**src/hw/rtl/akd_pkg.sv**
```systemverilog
// ----------------------------------------------------------------------------
// akd_pkg: shared types and constants
// Field widths, register indexes, level and event codes for the ladder
// key press detector.
// ----------------------------------------------------------------------------
`default_nettype none

package akd_pkg;

  localparam int unsigned MV_W     = 12;
  localparam int unsigned TIME_W   = 32;
  localparam int unsigned CODE_W   = 8;
  localparam int unsigned KIND_W   = 2;
  localparam int unsigned CFG_IDX_W = 3;
  localparam int unsigned CFG_DAT_W = 32;

  typedef logic [1:0] level_t;
  localparam level_t LEVEL_NONE   = 2'd0;
  localparam level_t LEVEL_FIRST  = 2'd1;
  localparam level_t LEVEL_SECOND = 2'd2;

  typedef logic [KIND_W-1:0] kind_t;
  localparam kind_t EVT_NONE    = 2'd0;
  localparam kind_t EVT_PRESS   = 2'd1;
  localparam kind_t EVT_RELEASE = 2'd2;

  typedef logic [CFG_IDX_W-1:0] cfg_idx_t;
  localparam cfg_idx_t REG_LOW_THR   = 3'd0;
  localparam cfg_idx_t REG_HIGH_THR  = 3'd1;
  localparam cfg_idx_t REG_LONG_LIM  = 3'd2;
  localparam cfg_idx_t REG_FIRST_KEY = 3'd3;
  localparam cfg_idx_t REG_SECOND_KEY = 3'd4;

  typedef struct packed {
    logic [MV_W-1:0]   low_thr;
    logic [MV_W-1:0]   high_thr;
    logic [TIME_W-1:0] long_limit;
    logic [CODE_W-1:0] first_key;
    logic [CODE_W-1:0] second_key;
  } akd_cfg_t;

  typedef struct packed {
    kind_t             event_kind;
    logic [CODE_W-1:0] key_code;
    logic              held_long;
    logic [TIME_W-1:0] duration_ms;
  } akd_result_t;

endpackage

`default_nettype wire

```
**src/hw/rtl/akd_ifs.sv**
```systemverilog
// ----------------------------------------------------------------------------
// akd_ifs: channel interfaces
// Sample input, event output and register write channels, each a
// valid/ready handshake with its payload.
// ----------------------------------------------------------------------------
`default_nettype none

interface akd_sample_if;
  logic        valid;
  logic        ready;
  logic [11:0] sample_mv;
  logic [31:0] now_ms;

  modport source (output valid, output sample_mv, output now_ms, input ready);
  modport sink   (input valid, input sample_mv, input now_ms, output ready);
endinterface

interface akd_event_if;
  logic        valid;
  logic        ready;
  logic [1:0]  event_kind;
  logic [7:0]  key_code;
  logic        held_long;
  logic [31:0] duration_ms;

  modport source (output valid, output event_kind, output key_code,
                  output held_long, output duration_ms, input ready);
  modport sink   (input valid, input event_kind, input key_code,
                  input held_long, input duration_ms, output ready);
endinterface

interface akd_cfg_if;
  logic        valid;
  logic        ready;
  logic [2:0]  index;
  logic [31:0] data;

  modport source (output valid, output index, output data, input ready);
  modport sink   (input valid, input index, input data, output ready);
endinterface

`default_nettype wire

```
**src/hw/rtl/adc_ladder_key_press_detector.sv**
```systemverilog
// ----------------------------------------------------------------------------
// adc_ladder_key_press_detector: two-key resistor ladder press detector
// Turns ladder voltage samples into press start and release events.
// ----------------------------------------------------------------------------
// Usage:
//   sample_ch carries one millivolt sample and its millisecond time per
//   transfer. Every sample yields exactly one transfer on result_ch: event
//   kind (none, press start, release), key code, long press flag and the
//   press duration on a release.
//   cfg writes the five registers by index (thresholds, long press limit,
//   key codes); it is always ready and should only be written while no
//   sample is in flight. Unknown indexes are dropped.
// Timing:
//   A sample is captured in the input register, classified and decided from
//   there, and its result lands in the output register once that register is
//   free or drains. One sample per cycle is sustained while result_ch keeps
//   ready high; the level history and time mark update as the sample moves
//   to the output register, so back-to-back samples see each other's state.
// Reset (rst, synchronous): registers return to their defaults, level history
//   to no key, the time mark to zero and both pipeline stages empty.
// Stall: when result_ch holds back ready the output register holds its
//   result, the input register fills, and sample_ch drops ready.
// ----------------------------------------------------------------------------
`default_nettype none

module adc_ladder_key_press_detector (
  input  logic        clk,
  input  logic        rst,
  akd_sample_if.sink  sample_ch,
  akd_event_if.source result_ch,
  akd_cfg_if.sink     cfg
);
  import akd_pkg::*;

  akd_cfg_t    cfg_q;
  akd_result_t result_comb;
  level_t      level_new;
  logic [TIME_W-1:0] time_mark_next;

  // Input stage
  logic              in_valid;
  logic [MV_W-1:0]   in_mv;
  logic [TIME_W-1:0] in_time;

  // Detector state
  level_t            hist_newer;
  level_t            hist_older;
  logic [TIME_W-1:0] time_mark;

  // Output stage
  logic        out_valid;
  akd_result_t out_data;

  logic advance;
  logic in_take;

  assign cfg.ready = 1'b1;

  akd_cfg_regs u_cfg_regs (
    .clk      (clk),
    .rst      (rst),
    .wr_en    (cfg.valid),
    .wr_index (cfg.index),
    .wr_data  (cfg.data),
    .cfg      (cfg_q)
  );

  akd_event_logic u_event_logic (
    .cfg            (cfg_q),
    .sample_mv      (in_mv),
    .now_ms         (in_time),
    .hist_newer     (hist_newer),
    .hist_older     (hist_older),
    .time_mark      (time_mark),
    .level_new      (level_new),
    .time_mark_next (time_mark_next),
    .result         (result_comb)
  );

  // Move the captured sample on when the output register is free or drains.
  assign advance         = in_valid && (!out_valid || result_ch.ready);
  assign sample_ch.ready = !in_valid || advance;
  assign in_take         = sample_ch.valid && sample_ch.ready;

  always_ff @(posedge clk) begin
    if (rst) begin
      in_valid <= 1'b0;
    end else if (in_take) begin
      in_valid <= 1'b1;
    end else if (advance) begin
      in_valid <= 1'b0;
    end
  end

  always_ff @(posedge clk) begin
    if (in_take) begin
      in_mv   <= sample_ch.sample_mv;
      in_time <= sample_ch.now_ms;
    end
  end

  // Commit history and time mark only as the sample leaves the input stage.
  always_ff @(posedge clk) begin
    if (rst) begin
      hist_newer <= LEVEL_NONE;
      hist_older <= LEVEL_NONE;
      time_mark  <= '0;
    end else if (advance) begin
      hist_newer <= level_new;
      hist_older <= hist_newer;
      time_mark  <= time_mark_next;
    end
  end

  always_ff @(posedge clk) begin
    if (rst) begin
      out_valid <= 1'b0;
    end else if (advance) begin
      out_valid <= 1'b1;
    end else if (result_ch.ready) begin
      out_valid <= 1'b0;
    end
  end

  always_ff @(posedge clk) begin
    if (advance) begin
      out_data <= result_comb;
    end
  end

  assign result_ch.valid       = out_valid;
  assign result_ch.event_kind  = out_data.event_kind;
  assign result_ch.key_code    = out_data.key_code;
  assign result_ch.held_long   = out_data.held_long;
  assign result_ch.duration_ms = out_data.duration_ms;

endmodule

`default_nettype wire

```
**src/hw/rtl/akd_cfg_regs.sv**
```systemverilog
// ----------------------------------------------------------------------------
// akd_cfg_regs: configuration register file
// Holds thresholds, long press limit and key codes; writes to unknown
// indexes are dropped.
// ----------------------------------------------------------------------------
`default_nettype none

module akd_cfg_regs (
  input  logic                  clk,
  input  logic                  rst,
  input  logic                  wr_en,
  input  akd_pkg::cfg_idx_t     wr_index,
  input  logic [31:0]           wr_data,
  output akd_pkg::akd_cfg_t     cfg
);
  import akd_pkg::*;

  always_ff @(posedge clk) begin
    if (rst) begin
      cfg.low_thr    <= MV_W'(1000);
      cfg.high_thr   <= MV_W'(2000);
      cfg.long_limit <= TIME_W'(1000);
      cfg.first_key  <= CODE_W'(1);
      cfg.second_key <= CODE_W'(2);
    end else if (wr_en) begin
      unique case (wr_index)
        REG_LOW_THR:    cfg.low_thr    <= wr_data[MV_W-1:0];
        REG_HIGH_THR:   cfg.high_thr   <= wr_data[MV_W-1:0];
        REG_LONG_LIM:   cfg.long_limit <= wr_data[TIME_W-1:0];
        REG_FIRST_KEY:  cfg.first_key  <= wr_data[CODE_W-1:0];
        REG_SECOND_KEY: cfg.second_key <= wr_data[CODE_W-1:0];
        default: ;
      endcase
    end
  end

endmodule

`default_nettype wire

```
**src/hw/rtl/akd_event_logic.sv**
```systemverilog
// ----------------------------------------------------------------------------
// akd_event_logic: sample classification and window decision
// Classifies one sample, judges the three-level window and forms the
// result together with the next time mark.
// ----------------------------------------------------------------------------
`default_nettype none

module akd_event_logic (
  input  akd_pkg::akd_cfg_t    cfg,
  input  logic [11:0]          sample_mv,
  input  logic [31:0]          now_ms,
  input  akd_pkg::level_t      hist_newer,
  input  akd_pkg::level_t      hist_older,
  input  logic [31:0]          time_mark,
  output akd_pkg::level_t      level_new,
  output logic [31:0]          time_mark_next,
  output akd_pkg::akd_result_t result
);
  import akd_pkg::*;

  logic [1:0]        ones;
  logic [1:0]        twos;
  logic              press;
  logic              release_hit;
  logic [TIME_W-1:0] elapsed;

  // Low threshold is tested first, so inverted thresholds never give level two
  // for a sample below the low one.
  always_comb begin
    if (sample_mv < cfg.low_thr) begin
      level_new = LEVEL_NONE;
    end else if (sample_mv < cfg.high_thr) begin
      level_new = LEVEL_FIRST;
    end else begin
      level_new = LEVEL_SECOND;
    end
  end

  assign ones = 2'(level_new == LEVEL_FIRST) + 2'(hist_newer == LEVEL_FIRST)
              + 2'(hist_older == LEVEL_FIRST);
  assign twos = 2'(level_new == LEVEL_SECOND) + 2'(hist_newer == LEVEL_SECOND)
              + 2'(hist_older == LEVEL_SECOND);

  assign press       = (ones == 2'd2 || twos == 2'd2) && (level_new != LEVEL_NONE);
  assign release_hit = (level_new == LEVEL_NONE) && (hist_newer == LEVEL_NONE)
                     && (hist_older != LEVEL_NONE);
  assign elapsed     = now_ms - time_mark;

  always_comb begin
    result         = '0;
    time_mark_next = time_mark;
    if (press) begin
      time_mark_next    = now_ms;
      result.event_kind = EVT_PRESS;
      result.key_code   = (level_new == LEVEL_FIRST) ? cfg.first_key : cfg.second_key;
    end else if (release_hit) begin
      time_mark_next     = elapsed;
      result.event_kind  = EVT_RELEASE;
      result.key_code    = (hist_older == LEVEL_FIRST) ? cfg.first_key : cfg.second_key;
      result.held_long   = elapsed > cfg.long_limit;
      result.duration_ms = elapsed;
    end
  end

endmodule

`default_nettype wire
```
**src/flat_wrapper.sv**
```systemverilog
// flat-port wrapper written by rule: the top's interface ports become plain ports
module adc_ladder_key_press_detector_flat import akd_pkg::*;
  (clk, rst, sample_ch_valid, sample_ch_sample_mv, sample_ch_now_ms, sample_ch_ready, result_ch_valid, result_ch_event_kind, result_ch_key_code, result_ch_held_long, result_ch_duration_ms, result_ch_ready, cfg_valid, cfg_index, cfg_data, cfg_ready);
  akd_sample_if sample_ch_i ();
  akd_event_if result_ch_i ();
  akd_cfg_if cfg_i ();
  input  logic clk;
  input  logic rst;
  input wire logic [$bits(sample_ch_i.valid)-1:0] sample_ch_valid;
  input wire logic [$bits(sample_ch_i.sample_mv)-1:0] sample_ch_sample_mv;
  input wire logic [$bits(sample_ch_i.now_ms)-1:0] sample_ch_now_ms;
  output wire logic [$bits(sample_ch_i.ready)-1:0] sample_ch_ready;
  output wire logic [$bits(result_ch_i.valid)-1:0] result_ch_valid;
  output wire logic [$bits(result_ch_i.event_kind)-1:0] result_ch_event_kind;
  output wire logic [$bits(result_ch_i.key_code)-1:0] result_ch_key_code;
  output wire logic [$bits(result_ch_i.held_long)-1:0] result_ch_held_long;
  output wire logic [$bits(result_ch_i.duration_ms)-1:0] result_ch_duration_ms;
  input wire logic [$bits(result_ch_i.ready)-1:0] result_ch_ready;
  input wire logic [$bits(cfg_i.valid)-1:0] cfg_valid;
  input wire logic [$bits(cfg_i.index)-1:0] cfg_index;
  input wire logic [$bits(cfg_i.data)-1:0] cfg_data;
  output wire logic [$bits(cfg_i.ready)-1:0] cfg_ready;
  assign sample_ch_i.valid = sample_ch_valid;
  assign sample_ch_i.sample_mv = sample_ch_sample_mv;
  assign sample_ch_i.now_ms = sample_ch_now_ms;
  assign sample_ch_ready = sample_ch_i.ready;
  assign result_ch_valid = result_ch_i.valid;
  assign result_ch_event_kind = result_ch_i.event_kind;
  assign result_ch_key_code = result_ch_i.key_code;
  assign result_ch_held_long = result_ch_i.held_long;
  assign result_ch_duration_ms = result_ch_i.duration_ms;
  assign result_ch_i.ready = result_ch_ready;
  assign cfg_i.valid = cfg_valid;
  assign cfg_i.index = cfg_index;
  assign cfg_i.data = cfg_data;
  assign cfg_ready = cfg_i.ready;
  adc_ladder_key_press_detector u_core (.clk(clk), .rst(rst), .sample_ch(sample_ch_i), .result_ch(result_ch_i), .cfg(cfg_i));
endmodule
```
**config.mk**
```make
export PLATFORM = sky130hd
export DESIGN_NAME = adc_ladder_key_press_detector_flat
export DESIGN_NICKNAME = d
export VERILOG_FILES = /design/src/hw/rtl/akd_pkg.sv /design/src/hw/rtl/akd_ifs.sv /design/src/hw/rtl/adc_ladder_key_press_detector.sv /design/src/hw/rtl/akd_cfg_regs.sv /design/src/hw/rtl/akd_event_logic.sv /design/src/flat_wrapper.sv
export SDC_FILE = /design/constraint.sdc
export NUM_CORES = 1
export LEC_CHECK = 0
export BUFFER_PORTS_ARGS = -buffer_cell sky130_fd_sc_hd__buf_2
export CAP_MARGIN = 0
export CORE_ASPECT_RATIO = 0.7
export CORE_MARGIN = 3
export CORE_UTILIZATION = 50
export CTS_BUF_LIST = sky130_fd_sc_hd__clkbuf_8
export CTS_CLUSTER_SIZE = 20
export DETAILED_ROUTE_END_ITERATION = 7
export GPL_TIMING_DRIVEN = 0
export PLACE_DENSITY_LB_ADDON = 0.08
export SETUP_SLACK_MARGIN = 0.2
export SLEW_MARGIN = 20
export SYNTH_ARGS = -nofsm -noshare
export SYNTH_HDL_FRONTEND = slang
export SYNTH_SLANG_ARGS = --single-unit
export TNS_END_PERCENT = 100
```
**constraint.sdc**
```tcl
create_clock -name clk -period 8.35 [get_ports clk]
set_input_delay 1.67 -clock clk [delete_from_list [all_inputs] [get_ports clk]]
set_output_delay 1.67 -clock clk [all_outputs]
set_load 0.005 [all_outputs]
```
==> flow_metrics.tcl <==
set metrics [dict create \
    cts_buffers 17 \
    die_x_um 178 \
    worst_setup_path_end_kind "flip-flop" \
    clockBufferDepth 2 \
    grt_overflow 0 \
    p_leak_nw 4.85 \
    clkTransAtPathRegs_ns 0.10 \
    grt_start_max_net_pins 45 \
    min_from "u_core.u_cfg_regs.cfg[61]" \
    initial_core_util_pct 51.7 \
    dpl_worst_slack_ns 3.70 \
    diodes 0 \
    grt_pass1_wl_um 44300 \
    first_pass_iters 5 \
    ys_types 69 \
    drtIter0Drc 712 \
    wl_met1_um 14300 \
    holdPathStages 2 \
    dp_hpwl_um 21000 \
    layout_common_cells "nand2_1, buf_2, inv_1, dfxtp_1, a21oi_1" \
    cts_hold_buffers 0 \
    drv_cap 0 \
    rsz0062_at_grt "false" \
    final-setup-viol-count 0 \
    wl_met3_um 1980 \
    power.density_nw_per_um2 173 \
    dp.cells 1512 \
    grt_pass1_vias 8115 \
    synth_top_area_cell "edfxtp_1" \
    synth_top_area_share_pct 25.1 \
    cts_tree "done" \
    root_buffer "clkbuf_8" \
    routed_wl_um 28100 \
    async_flop_share_pct 0 \
    clock_skew_ns 0.0223 \
    synth_flop_cell "dfxtp_1" \
    total_power_mw 2.05 \
    die_h_um 127 \
    seq_area_frac_synth_pct 46.2 \
    dr_wl_met2_um 11400 \
    timing.final.ws_setup_ns 3.54 \
    synth_edf_count 87 \
    syn_nets 1285 \
    antenna_found_initial 0 \
    wire_per_inst_um 18.2 \
    critPathRequiredTime_ns 8.64 \
    drv_slew 0 \
    die-area_um2 22600 \
    yosysWarningCount 0 \
    post_cts_resized 0 \
    vias_per_cell 5.48 \
    crit_type "flip-flop to flip-flop" \
    drtAntennaViolNets 0 \
    arrival_ns 5.10 \
    clkLatencyLatePin_ns 0.47 \
    port_buffers 128 \
    htree_levels 4 \
    min_period_ns 4.81 \
    drive_above_1_share_pct 15.1 \
    nets 1433 \
    mostFrequentLayoutCell "nand2_1" \
    reg2reg_from "u_core.in_time[0]" \
    syn_area_um2 10400 \
    fin_cells 1544 \
    max_slew.worst_pin.slew_ns 0.915 \
    track_usage_pct 25.1 \
    row_count 43 \
    fin_setup_tns_ns 0 \
    reg2reg_to "u_core.result_ch.held_long" \
    period_share_pct 57.6 \
    rr_worst_depth 17 \
    hold_path_end "u_core.u_cfg_regs.cfg[61]" \
    vdd_ir_drop_max_uv 107 \
    area_growth_pct 13.7 \
    core_area_um2 20100 \
    min_path_type "flip-flop to flip-flop" \
    gp_congestion 0.941 \
    hold_slack_ns 0.462 \
    syn_avg_cell_area_um2 9.36 \
    synth_seq_cells 197 \
    hold_viol_final 0 \
    post-route-drc-count 0 \
    critPathMaxFanout 4 \
    syn_inst 1113 \
    vias 8465 \
    cts_sinks 197 \
    dr.max_layer_used "met4" \
    ff2ff_setup_slack_ns 3.54 \
    pin_count 130 \
    status "finished, final reports clean" \
    fmax_ghz 0.208 \
    cts_setup_buffers 0 \
    max_slew_margin_pct 38.7 \
    netlist_top_cells_area "edfxtp_1, dfxtp_1, ha_1, nand2_1, a21oi_1" \
    startpoint_type "flip-flop" \
]
==> worst max-delay path: stages (launching register included) <==
cell and delay, ns:
edfxtp_1 0.43, inv_1 0.06, ha_1 0.22, fa_1 0.41
nor2b_1 0.18, o211ai_1 0.10, a21boi_1 0.19, o211ai_1 0.22
a2111oi_2 0.61, o31a_2 0.30, a41oi_2 0.14, xor2_1 0.32
inv_1 0.09, ha_1 0.30, nand4_1 0.12, nor4_1 0.50
a211oi_1 0.15, a221oi_1 0.29
==> worst max path at each step <==
stage | cells past startpoint | to | slack, ns | from
6_report | 17 | u_core.result_ch.held_long | 3.54 | u_core.in_time[0]
5_1_grt | 17 | u_core.result_ch.held_long | 3.11 | u_core.in_time[0]
4_1_cts | 17 | u_core.result_ch.held_long | 3.64 | u_core.in_time[0]
3_5_place_dp | 22 | u_core.result_ch.held_long | 3.70 | u_core.in_time[0]
3_3_place_gp | 9 | u_core.time_mark[25] | 3.05 | result_ch_ready
2_1_floorplan | 8 | u_core.time_mark[14] | 4.36 | result_ch_ready
==> metrics by stage <==
stage               utilization, %  area (um^2)
floorplan                        -        10400
finish                        58.8        11800
global placement              56.6        11400
CTS                           58.8        11800
global route                  58.8        11800
detailed placement            56.7        11400
==> final cells by class <==
class	count	area, um^2
fill	1873	8280
clock buffer	17	234
buffer	45	185
clock inverter	15	190
multi-input combinational	759	5000
tap	270	338
inverter	112	420
sequential	197	4810
timing repair buffer	129	661
==> report_power, final <==
group | leakage [nW] | internal [mW] | switching [mW]
sequential | 1.73 | 1.04 | 0.0165
clock | 0.219 | 0.306 | 0.371
combinational | 2.90 | 0.120 | 0.194
total | 4.85 | 1.46 | 0.582
==> state kept, by name, summed over array words and instances, names as in the netlist <==
name                          count
u_core.u_cfg_regs.cfg            72
u_core.in_time                   32
u_core.result_ch.duration_ms     32
u_core.time_mark                 32
u_core.in_mv                     12
u_core.result_ch.key_code         8
u_core.hist_newer                 2
u_core.hist_older                 2
u_core.result_ch.event_kind       2
u_core.in_valid                   1
u_core.result_ch.held_long        1
u_core.result_ch.valid            1
==> per-layer routing <==
metal	global-route usage, %	up-vias
met3	5.48	32
met1	38.7	3969
met5	0	-
li1	-	4192
met2	36.2	272
met4	5.36	0
==> cell usage after synthesis (11+ instances only) <==
| library cell | number |
|---|---|
| a311oi_1 | 12 |
| o21ai_0 | 20 |
| dfxtp_1 | 110 |
| xor2_1 | 12 |
| nand3_1 | 15 |
| o211ai_1 | 28 |
| clkbuf_1 | 33 |
| inv_1 | 111 |
| nand2_1 | 180 |
| a21o_1 | 44 |
| edfxtp_1 | 87 |
| and2_1 | 22 |
| xnor2_1 | 15 |
| a31oi_1 | 11 |
| nand2b_1 | 18 |
| a21oi_1 | 91 |
| ha_1 | 85 |
| nor2_1 | 66 |
| nand4_1 | 13 |
==> logic make-up (layout without fill, tap and decap cells) <==
family	count (synthesis)	in the layout	synth area share, %
fa+ha+maj	88	88	10.8
other cells	1	1	0.0360
flops	197	197	46.2
compound gates	275	275	18.2
xor+xnor	27	27	2.27
mux	13	13	1.32
simple gates	355	355	15.4
buf+inv	157	318	5.78
No activity file was read; power rests on OpenSTA's default activity.
